[src/hw/rtl/tlsi_pkg.sv]
// Package for the two-axis linear step interpolator: position width, action codes
// and the packed beat types of the request and result channels.
// No dependencies.
`default_nettype none

package tlsi_pkg;

    // Width of a motor position in steps, two's complement.
    localparam int POS_BITS = 16;

    // Width of the per-axis error term: it spans (-n, |delta|] with n up to 2^POS_BITS - 1.
    localparam int ERR_BITS = POS_BITS + 2;

    typedef enum logic [1:0] {
        ACT_MOVE = 2'd0,
        ACT_TICK = 2'd1,
        ACT_SET  = 2'd2
    } t_action;

    typedef struct packed {
        t_action                    action;
        logic signed [POS_BITS-1:0] axis1_value;
        logic signed [POS_BITS-1:0] axis2_value;
    } t_in_beat;

    typedef struct packed {
        logic                       step1;
        logic                       step2;
        logic                       dir1;
        logic                       dir2;
        logic signed [POS_BITS-1:0] position1;
        logic signed [POS_BITS-1:0] position2;
        logic                       busy_res;
        logic                       accepted;
    } t_out_beat;

endpackage

`default_nettype wire

[src/hw/rtl/two_axis_linear_step_interpolator_core.sv]
// Top level of the two-axis linear step interpolator: move state, per-axis error
// accumulators and the registered result beat. Depends on tlsi_pkg.
`default_nettype none

// Channel     Direction  Handshake                 Beat type
// request     in         i_in_valid / o_in_stall   t_in_beat
// result      out        o_out_valid / i_out_stall t_out_beat
//
// Each request beat is carried out in the cycle it is accepted and its result beat
// appears on the next cycle, so one beat per cycle flows when the result side does
// not stall. The single result register sets that figure: a new request is taken
// whenever that register is empty or is being emptied in the same cycle.
// Synchronous active-low reset clears the positions, the move state and the result
// register; both directions come out of reset as forward.

module two_axis_linear_step_interpolator_core
    import tlsi_pkg::*;
(
    input  wire logic      i_clk,
    input  wire logic      i_rst_n,
    input  wire logic      i_in_valid,
    output logic           o_in_stall,
    input  wire t_in_beat  i_in_beat,
    output logic           o_out_valid,
    input  wire logic      i_out_stall,
    output t_out_beat      o_out_beat
);

    // Committed positions, delta magnitudes and the move length n.
    logic signed [POS_BITS-1:0] r_pos1, n_pos1;
    logic signed [POS_BITS-1:0] r_pos2, n_pos2;
    logic [POS_BITS-1:0]        r_mag1, n_mag1;
    logic [POS_BITS-1:0]        r_mag2, n_mag2;
    logic [POS_BITS-1:0]        r_total, n_total;
    logic [POS_BITS-1:0]        r_iter, n_iter;

    // The exact test count*n < i*|delta| is carried incrementally: the error term
    // holds i*|delta| - count*n. On a tick it grows by |delta|; the motor steps when
    // it is positive, and a step takes n back off. No multiplier is needed.
    logic signed [ERR_BITS-1:0] r_err1, n_err1;
    logic signed [ERR_BITS-1:0] r_err2, n_err2;

    logic                       r_dir1, n_dir1;
    logic                       r_dir2, n_dir2;
    logic                       r_moving, n_moving;

    logic                       r_out_valid;
    t_out_beat                  r_out_beat, n_out_beat;

    logic                       w_accept;
    logic signed [POS_BITS:0]   w_delta1, w_delta2;
    logic signed [POS_BITS:0]   w_neg1, w_neg2;
    logic [POS_BITS-1:0]        w_abs1, w_abs2;
    logic signed [ERR_BITS-1:0] w_sum1, w_sum2;
    logic signed [ERR_BITS-1:0] w_total_ext;
    logic                       w_step1, w_step2;

    // The result register empties whenever downstream takes it, so a new request
    // is refused only while a result is held and stalled.
    assign o_in_stall  = r_out_valid & i_out_stall;
    assign w_accept    = i_in_valid & ~o_in_stall;
    assign o_out_valid = r_out_valid;
    assign o_out_beat  = r_out_beat;

    // Signed deltas with one extra bit so that they are exact.
    assign w_delta1 = {i_in_beat.axis1_value[POS_BITS-1], i_in_beat.axis1_value}
                    - {r_pos1[POS_BITS-1], r_pos1};
    assign w_delta2 = {i_in_beat.axis2_value[POS_BITS-1], i_in_beat.axis2_value}
                    - {r_pos2[POS_BITS-1], r_pos2};
    assign w_neg1   = -w_delta1;
    assign w_neg2   = -w_delta2;
    assign w_abs1   = w_delta1[POS_BITS] ? w_neg1[POS_BITS-1:0] : w_delta1[POS_BITS-1:0];
    assign w_abs2   = w_delta2[POS_BITS] ? w_neg2[POS_BITS-1:0] : w_delta2[POS_BITS-1:0];

    // Error terms for iteration i+1 and the step decisions of a tick.
    assign w_sum1      = r_err1 + $signed({2'b00, r_mag1});
    assign w_sum2      = r_err2 + $signed({2'b00, r_mag2});
    assign w_total_ext = $signed({2'b00, r_total});
    assign w_step1     = r_moving && (w_sum1 > $signed({ERR_BITS{1'b0}}));
    assign w_step2     = r_moving && (w_sum2 > $signed({ERR_BITS{1'b0}}));

    always_comb begin
        n_pos1   = r_pos1;
        n_pos2   = r_pos2;
        n_mag1   = r_mag1;
        n_mag2   = r_mag2;
        n_total  = r_total;
        n_iter   = r_iter;
        n_err1   = r_err1;
        n_err2   = r_err2;
        n_dir1   = r_dir1;
        n_dir2   = r_dir2;
        n_moving = r_moving;

        n_out_beat          = '0;
        n_out_beat.accepted = 1'b0;

        case (i_in_beat.action)
            ACT_MOVE: begin
                if (!r_moving) begin
                    n_pos1   = i_in_beat.axis1_value;
                    n_pos2   = i_in_beat.axis2_value;
                    n_mag1   = w_abs1;
                    n_mag2   = w_abs2;
                    n_total  = (w_abs1 > w_abs2) ? w_abs1 : w_abs2;
                    n_iter   = '0;
                    n_err1   = '0;
                    n_err2   = '0;
                    n_dir1   = ~w_delta1[POS_BITS];
                    n_dir2   = ~w_delta2[POS_BITS];
                    n_moving = (w_abs1 != '0) || (w_abs2 != '0);
                    n_out_beat.accepted = 1'b1;
                end
            end
            ACT_TICK: begin
                n_out_beat.accepted = 1'b1;
                if (r_moving) begin
                    n_err1   = w_step1 ? (w_sum1 - w_total_ext) : w_sum1;
                    n_err2   = w_step2 ? (w_sum2 - w_total_ext) : w_sum2;
                    n_iter   = r_iter + 1'b1;
                    // The last iteration is reached when i+1 equals n.
                    n_moving = (n_iter != r_total);
                end
            end
            ACT_SET: begin
                if (!r_moving) begin
                    n_pos1 = i_in_beat.axis1_value;
                    n_pos2 = i_in_beat.axis2_value;
                    n_out_beat.accepted = 1'b1;
                end
            end
            default: begin
                // The unused action code changes nothing and is reported as refused.
                n_out_beat.accepted = 1'b0;
            end
        endcase

        n_out_beat.step1     = (i_in_beat.action == ACT_TICK) && w_step1;
        n_out_beat.step2     = (i_in_beat.action == ACT_TICK) && w_step2;
        n_out_beat.dir1      = n_dir1;
        n_out_beat.dir2      = n_dir2;
        n_out_beat.position1 = n_pos1;
        n_out_beat.position2 = n_pos2;
        n_out_beat.busy_res  = n_moving;
    end

    // Move state advances only on an accepted request beat.
    always_ff @(posedge i_clk) begin
        if (!i_rst_n) begin
            r_pos1   <= '0;
            r_pos2   <= '0;
            r_mag1   <= '0;
            r_mag2   <= '0;
            r_total  <= '0;
            r_iter   <= '0;
            r_err1   <= '0;
            r_err2   <= '0;
            r_dir1   <= 1'b1;
            r_dir2   <= 1'b1;
            r_moving <= 1'b0;
        end else if (w_accept) begin
            r_pos1   <= n_pos1;
            r_pos2   <= n_pos2;
            r_mag1   <= n_mag1;
            r_mag2   <= n_mag2;
            r_total  <= n_total;
            r_iter   <= n_iter;
            r_err1   <= n_err1;
            r_err2   <= n_err2;
            r_dir1   <= n_dir1;
            r_dir2   <= n_dir2;
            r_moving <= n_moving;
        end
    end

    // Result register: loaded on acceptance, cleared once downstream takes it.
    always_ff @(posedge i_clk) begin
        if (!i_rst_n) begin
            r_out_valid <= 1'b0;
        end else if (w_accept) begin
            r_out_valid <= 1'b1;
        end else if (!i_out_stall) begin
            r_out_valid <= 1'b0;
        end
    end

    always_ff @(posedge i_clk) begin
        if (w_accept) begin
            r_out_beat <= n_out_beat;
        end
    end

    // A move in progress always has iterations left.
    a_iter_below_total: assert property (@(posedge i_clk) disable iff (!i_rst_n)
        r_moving |-> (r_iter < r_total))
        else $error("iteration index reached the move length while still moving");

    // The error terms stay within (-n, 0] during a move.
    a_err_range: assert property (@(posedge i_clk) disable iff (!i_rst_n)
        r_moving |-> ((r_err1 <= $signed({ERR_BITS{1'b0}}))
                   && (r_err1 > -w_total_ext)
                   && (r_err2 <= $signed({ERR_BITS{1'b0}}))
                   && (r_err2 > -w_total_ext)))
        else $error("step error term left its range");

    // A step is only ever reported on a carried-out beat that was still busy before it.
    a_step_needs_move: assert property (@(posedge i_clk) disable iff (!i_rst_n)
        (w_accept && (w_step1 || w_step2)) |-> (r_moving && (r_total != '0)))
        else $error("step issued without a move in progress");

    // The first result after an accepted beat is valid on the next cycle.
    a_result_follows: assert property (@(posedge i_clk) disable iff (!i_rst_n)
        w_accept |=> r_out_valid)
        else $error("accepted request produced no result");

endmodule

`default_nettype wire

[config.mk]
export PLATFORM = sky130hd
export DESIGN_NAME = two_axis_linear_step_interpolator_core
export DESIGN_NICKNAME = d
export VERILOG_FILES = /design/src/hw/rtl/tlsi_pkg.sv /design/src/hw/rtl/two_axis_linear_step_interpolator_core.sv
export SDC_FILE = /design/constraint.sdc
export NUM_CORES = 1
export LEC_CHECK = 0
export BUFFER_PORTS_ARGS = -buffer_cell sky130_fd_sc_hd__buf_2
export CAP_MARGIN = 20
export CORE_UTILIZATION = 55
export CTS_BUF_LIST = sky130_fd_sc_hd__clkbuf_8
export DETAILED_ROUTE_END_ITERATION = 6
export PLACE_DENSITY = 0.73
export SLEW_MARGIN = 25
export SYNTH_ARGS = -nofsm -noshare
export SYNTH_HDL_FRONTEND = slang
export SYNTH_SLANG_ARGS = --single-unit
[constraint.sdc]
create_clock -name i_clk -period 15.8 [get_ports i_clk]
set_clock_uncertainty 0.05 [all_clocks]
set_input_delay 0 -clock i_clk [delete_from_list [all_inputs] [get_ports i_clk]]
set_output_delay 0 -clock i_clk [all_outputs]
set_load 0.005 [all_outputs]
# Word-level counts from Yosys, hierarchy flattened
# Index checks and enable logic that the tools add are counted.
# Widths: inputs -> output; s select.
# word_totals
regBits	174
wordCells	84
# classes
n_addsub	9
n_lt_le_gt_ge	3
eq_ne	6
muxes	28
n_bitwise	6
n_reduce_logical	12
# op_table
op	count
$mux 16	9
$mux 18	5
$pmux 18 s2	2
$add 18x17->18	2
$gt 18x1->1 const B	2
$sub 18x17->18	2
$sub 16x16->17	2
$neg 16->16	2
$pmux 16 s2	1
$reduce_bool 16->1	2
$add 16x1->16 const B	1
$gt 16x16->1	1
$ne 16x16->1	1
$mux 1	9
$logic_and 1x1->1	4
$ne 2x2->1 const B	2
$not 1->1	4
$pmux 1 s2	2
$reduce_and 4->1	1
$reduce_and 3->1	1
$and 1x1->1	2
$eq 2x1->1 const B	1
$eq 2x2->1 const B	1
$logic_not 2->1	1
4 further kinds	4

# Depth between registers and ports, before layout
# logic_depth
word_depth	7
depth_mapped	25

# Worst setup path after synthesis
# Ideal clock, no wire load.
# synth_timing
path_type	reg-to-reg
startpoint	reg r_pos1[0]
endpoint	reg r_total[15]
arrival_time_ps	5539
required_time_ps	15617
slack_ps	10078
stages_incl_launch_ff	24
path_buffers	2
period_less_slack_ps	5722
path_cell_list	dfxtp_1 ha_1 fa_1 nor2b_1 o211ai_1 a211oi_1 o211ai_1 a31oi_1 clkbuf_1 nor2_1 xnor2_1 inv_1 ha_1 a21o_1 a21o_1 a21o_1 a21o_1 a21o_1 o21ai_0 a21oi_1 o31ai_1 clkbuf_1 mux2i_1 a21oi_1
# synth_via
elab_chain_cells	5
# synth_lines
item	line_no	source
from (decl)	two_axis_linear_step_interpolator_core.sv:30	logic signed [POS_BITS-1:0] r_pos1, n_pos1;
from (signal assigned)	two_axis_linear_step_interpolator_core.sv:162	r_pos1 <= n_pos1;
$sub 16x16->17 (*)	two_axis_linear_step_interpolator_core.sv:67	- {r_pos1[POS_BITS-1], r_pos1};
$neg 16->16	two_axis_linear_step_interpolator_core.sv:70	assign w_neg1 = -w_delta1;
$mux 16 (*)	two_axis_linear_step_interpolator_core.sv:72	assign w_abs1 = w_delta1[POS_BITS] ? w_neg1[POS_BITS-1:0] : w_delta1[POS_BITS-1:0];
net w_abs1[9]	two_axis_linear_step_interpolator_core.sv:53	logic [POS_BITS-1:0] w_abs1, w_abs2;
$gt 16x16->1 (*)	two_axis_linear_step_interpolator_core.sv:105	n_total = (w_abs1 > w_abs2) ? w_abs1 : w_abs2;
$mux 16 (*)	two_axis_linear_step_interpolator_core.sv:105	
to (signal assigned)	two_axis_linear_step_interpolator_core.sv:166	r_total <= n_total;
to (decl)	two_axis_linear_step_interpolator_core.sv:34	logic [POS_BITS-1:0] r_total, n_total;
# The timed path passes the listed nets; every way through them passes the cells marked *.
# A chain may end at the register's enable or synchronous reset.

# Worst setup path after layout
# layout_timing
startpoint	reg r_pos1[0]
endpoint	reg r_total[7]
# The elaborated chain is that of the path after synthesis.

==> impl_metrics.tcl <==
set metrics [dict create \
    outcome "completed" \
    nets 1973 \
    antenna_found_initial 0 \
    report.final.hold_viol_count 0 \
    firstDrtPassIters 5 \
    cts_buffers 17 \
    synthesis.area_sq_um 13600 \
    fp.dieH_um 159 \
    worstMarginPinSlew_ns 1.02 \
    hold_start "i_out_stall" \
    root_buffer "clkbuf_8" \
    synthArstFlopShare_pct 0 \
    dieArea_sq_um 25300 \
    crit_chain "ha_1 > fa_1 > xor2_1 > nand3_1 > or3_1 > nor4_2 > nor2_1 > xnor2_1 > inv_1 > ha_1 > a21o_1 > a21o_1 > a21o_1 > a21o_1 > a21o_1 > o21ai_0 > a21oi_1 > o31ai_4 > buf_8 > mux2i_1 > nor2_1 > a211oi_1" \
    r2r_end "r_total[7]" \
    arrival_ns 6.04 \
    wl_per_cell_um 17.1 \
    start_util_pct 56.0 \
    cts_tree "yes" \
    drive_above_1_share_pct 8.81 \
    clockBufferDepth 2 \
    critPathTopFamily "compound AO/OA/AOI/OAI gates" \
    fmax_mhz 175 \
    grt-ovfl-total 0 \
    io_buffers 77 \
    setup_viol 0 \
    hp-class "primary input to flop" \
    maxCapViolations 0 \
    hpwlAfterDp_mm 26.9 \
    power_leakage_nw 6.12 \
    yosysUniqueCellTypes 87 \
    post_cts_buffers 0 \
    swShare_pct 39.5 \
    p_clk_share_pct 23.9 \
    place_congestion 0.939 \
    comb_power_share_pct 40.6 \
    syn_inst 1742 \
    internal_power_uw 840 \
    rr_startpoint "r_pos1[0]" \
    rows 57 \
    diodes 0 \
    grt_pass1_vias 12020 \
    die_x_um 159 \
    crit_slowest_cell "nor4_2" \
    synthesis.nets 1901 \
    reg2reg_slack_ns 10.09 \
    slowest_delay_ns 0.66 \
    core_region_area_sq_um 24200 \
    p_switching_uw 549 \
    cp.required_ns 16.14 \
    synth_most_common_cell "nand2_1" \
    vias 12850 \
    synth_edf_count 38 \
    grt_first_pass_wirelength_mm 59.4 \
    drt_iter0_drc 1053 \
    htree_levels 4 \
    routed_via_density 5.97 \
    drc 0 \
    synth_flop_cell "dfxtp_1" \
    synth_seq_area_share_pct 28.5 \
    synth_seq_cells 174 \
    area_growth_pct 10.5 \
    ir_drop_uv 53.2 \
    rsz0062_at_grt "no" \
    netlist_top_cells_area "dfxtp_1 (20%), ha_1 (11%), edfxtp_1 (8.4%)" \
    wl_mm 36.8 \
    synth_top_area_share_pct 20.1 \
    yosys.area.top_type "dfxtp_1" \
    grt_max_degree 96 \
    worstHoldPathCells 6 \
    ff2ff_path_depth 22 \
    finalPower_mw 1.39 \
    boundaryPins 78 \
    p_per_area_nw_per_um2 92.6 \
    crit_path_start_kind "flop" \
    drtAntennaViolNets 0 \
    syn_avg_cell_area_sq_um 7.79 \
    critPathKind "flop to flop" \
    min_to "r_pos2[0]" \
    cp_common_cell "a21o_1" \
    crit_fanout 19 \
    clkTransAtPathRegs_ns 0.11 \
    ys.warnings.count 0 \
    p_seq_share_pct 35.4 \
    min_period_over_period_pct 36.1 \
    crit_buf_inv 2 \
    min_period_ns 5.71 \
    clock_sinks 174 \
    endpoint_kind "flop" \
    grt_usage_pct 28.9 \
    max_slew_margin_pct 32.2 \
    slew_viol_final 0 \
    setup_tns_ns 0 \
    clock_latency_ns 0.49 \
    synth_common_cells "nand2_1 (246), nor2_1 (160), a21oi_1 (154), dfxtp_1 (136), ha_1 (115)" \
]
==> worst max path at each step <==
stage	end	slack, ns	cells past startpoint	startpoint
global route	r_total[8]	9.53	22	r_pos2[2]
detailed placement	r_total[5]	9.86	21	r_pos1[0]
global placement	r_total[12]	10.02	21	r_pos1[0]
CTS	r_total[5]	9.80	21	r_pos1[0]
finish	r_total[7]	10.09	22	r_pos1[0]
floorplan	r_total[15]	10.08	23	r_pos1[0]
==> state kept, by name (all words and copies together), names as in the netlist <==
| signal | cells |
|---|---|
| r_dir2 | 1 |
| r_iter | 16 |
| r_err2 | 18 |
| r_mag2 | 16 |
| r_mag1 | 16 |
| o_out_beat | 38 |
| o_out_valid | 1 |
| r_err1 | 18 |
| r_pos1 | 16 |
| r_total | 16 |
| r_dir1 | 1 |
| r_pos2 | 16 |
| r_moving | 1 |
==> timing repair <==
action                    4_1_cts  5_1_grt
resized for setup               0        0
hold endpoints to repair       73        0
hold buffers                   37        0
==> power by group through the flow <==
stage | logic (mW) | clock network [mW] | registers [mW]
after floorplan | 0.410 | 0 | 0.496
after global placement | 0.528 | 0 | 0.501
after detailed placement | 0.538 | 0 | 0.502
after CTS | 0.549 | 0.342 | 0.491
after global routing | 0.620 | 0.356 | 0.494
final | 0.565 | 0.333 | 0.492
==> worst reg2reg max path, cell delays in order, from the launching register on <==
cell      delay [ns]
dfxtp_1         0.34
ha_1            0.21
fa_1            0.42
xor2_1          0.40
nand3_1         0.15
or3_1           0.47
nor4_2          0.66
nor2_1          0.11
xnor2_1         0.20
inv_1           0.08
ha_1            0.31
a21o_1          0.16
a21o_1          0.18
a21o_1          0.17
a21o_1          0.18
a21o_1          0.19
o21ai_0         0.14
a21oi_1         0.09
o31ai_4         0.39
buf_8           0.23
mux2i_1         0.20
nor2_1          0.05
a211oi_1        0.22
==> per-layer routing <==
metal | track usage, % | share of wire (%)
met1 | 38.1 | 45
met2 | 48.1 | 46
met3 | 4.61 | 6.0
met4 | 9.57 | 2.5
met5 | 0 | 0
==> layout make-up <==
type,count,area [sq um]
repair buffers,125,850
fillers,2189,9250
clock buffers,18,248
inverters,104,390
multi-input cells,1392,9080
well taps,324,405
flip-flops and latches,174,3860
clock inverters,14,165
==> cell usage in the layout (no fill, tap or decap), drive strengths merged, types with 6 or more instances in the layout <==
cell type,instances
a21oi,155
dlygate4sd3,37
a211oi,35
edfxtp,38
nand3,38
o31ai,13
a31o,8
or4,8
fa,6
o2111ai,7
o211ai,21
or2,7
ha,115
nor3,32
o21ai,119
mux2i,26
nand4,12
a22oi,6
or3,22
xor2,49
a31oi,13
and3,14
xnor2,75
nor4,11
nand2,246
nand2b,15
and2,12
nor2b,19
buf,88
clkbuf,18
a21o,24
a21boi,9
inv,113
o21a,18
dfxtp,136
nor2,160
==> kinds of logic (layout without fill, tap and decap cells) <==
group,count (synthesis),in the layout,synth area share (%)
AO/OA/AOI/OAI,498,498,23.6
buffers and inverters,176,261,5.01
flip-flops,174,174,28.5
multiplexers,30,30,2.25
AND/OR/NAND/NOR,618,618,21.0
adder cells (fa/ha/maj),121,121,11.5
XOR/XNOR,125,125,8.17
==> stage by stage <==
stage	setup slack, ns	instance area [sq um]	cells	hold WS [ns]	util (%)
after global placement	10.02	14200	2081	0.199	58.5
final	10.09	15000	2151	0.259	61.9
after floorplan	10.08	13600	1742	0.0736	-
after CTS	9.80	15000	2150	0.216	61.8
after detailed placement	9.86	14200	2081	0.205	58.6
after global routing	9.53	15000	2151	0.284	61.9
Power figures use the tool's default switching activity.
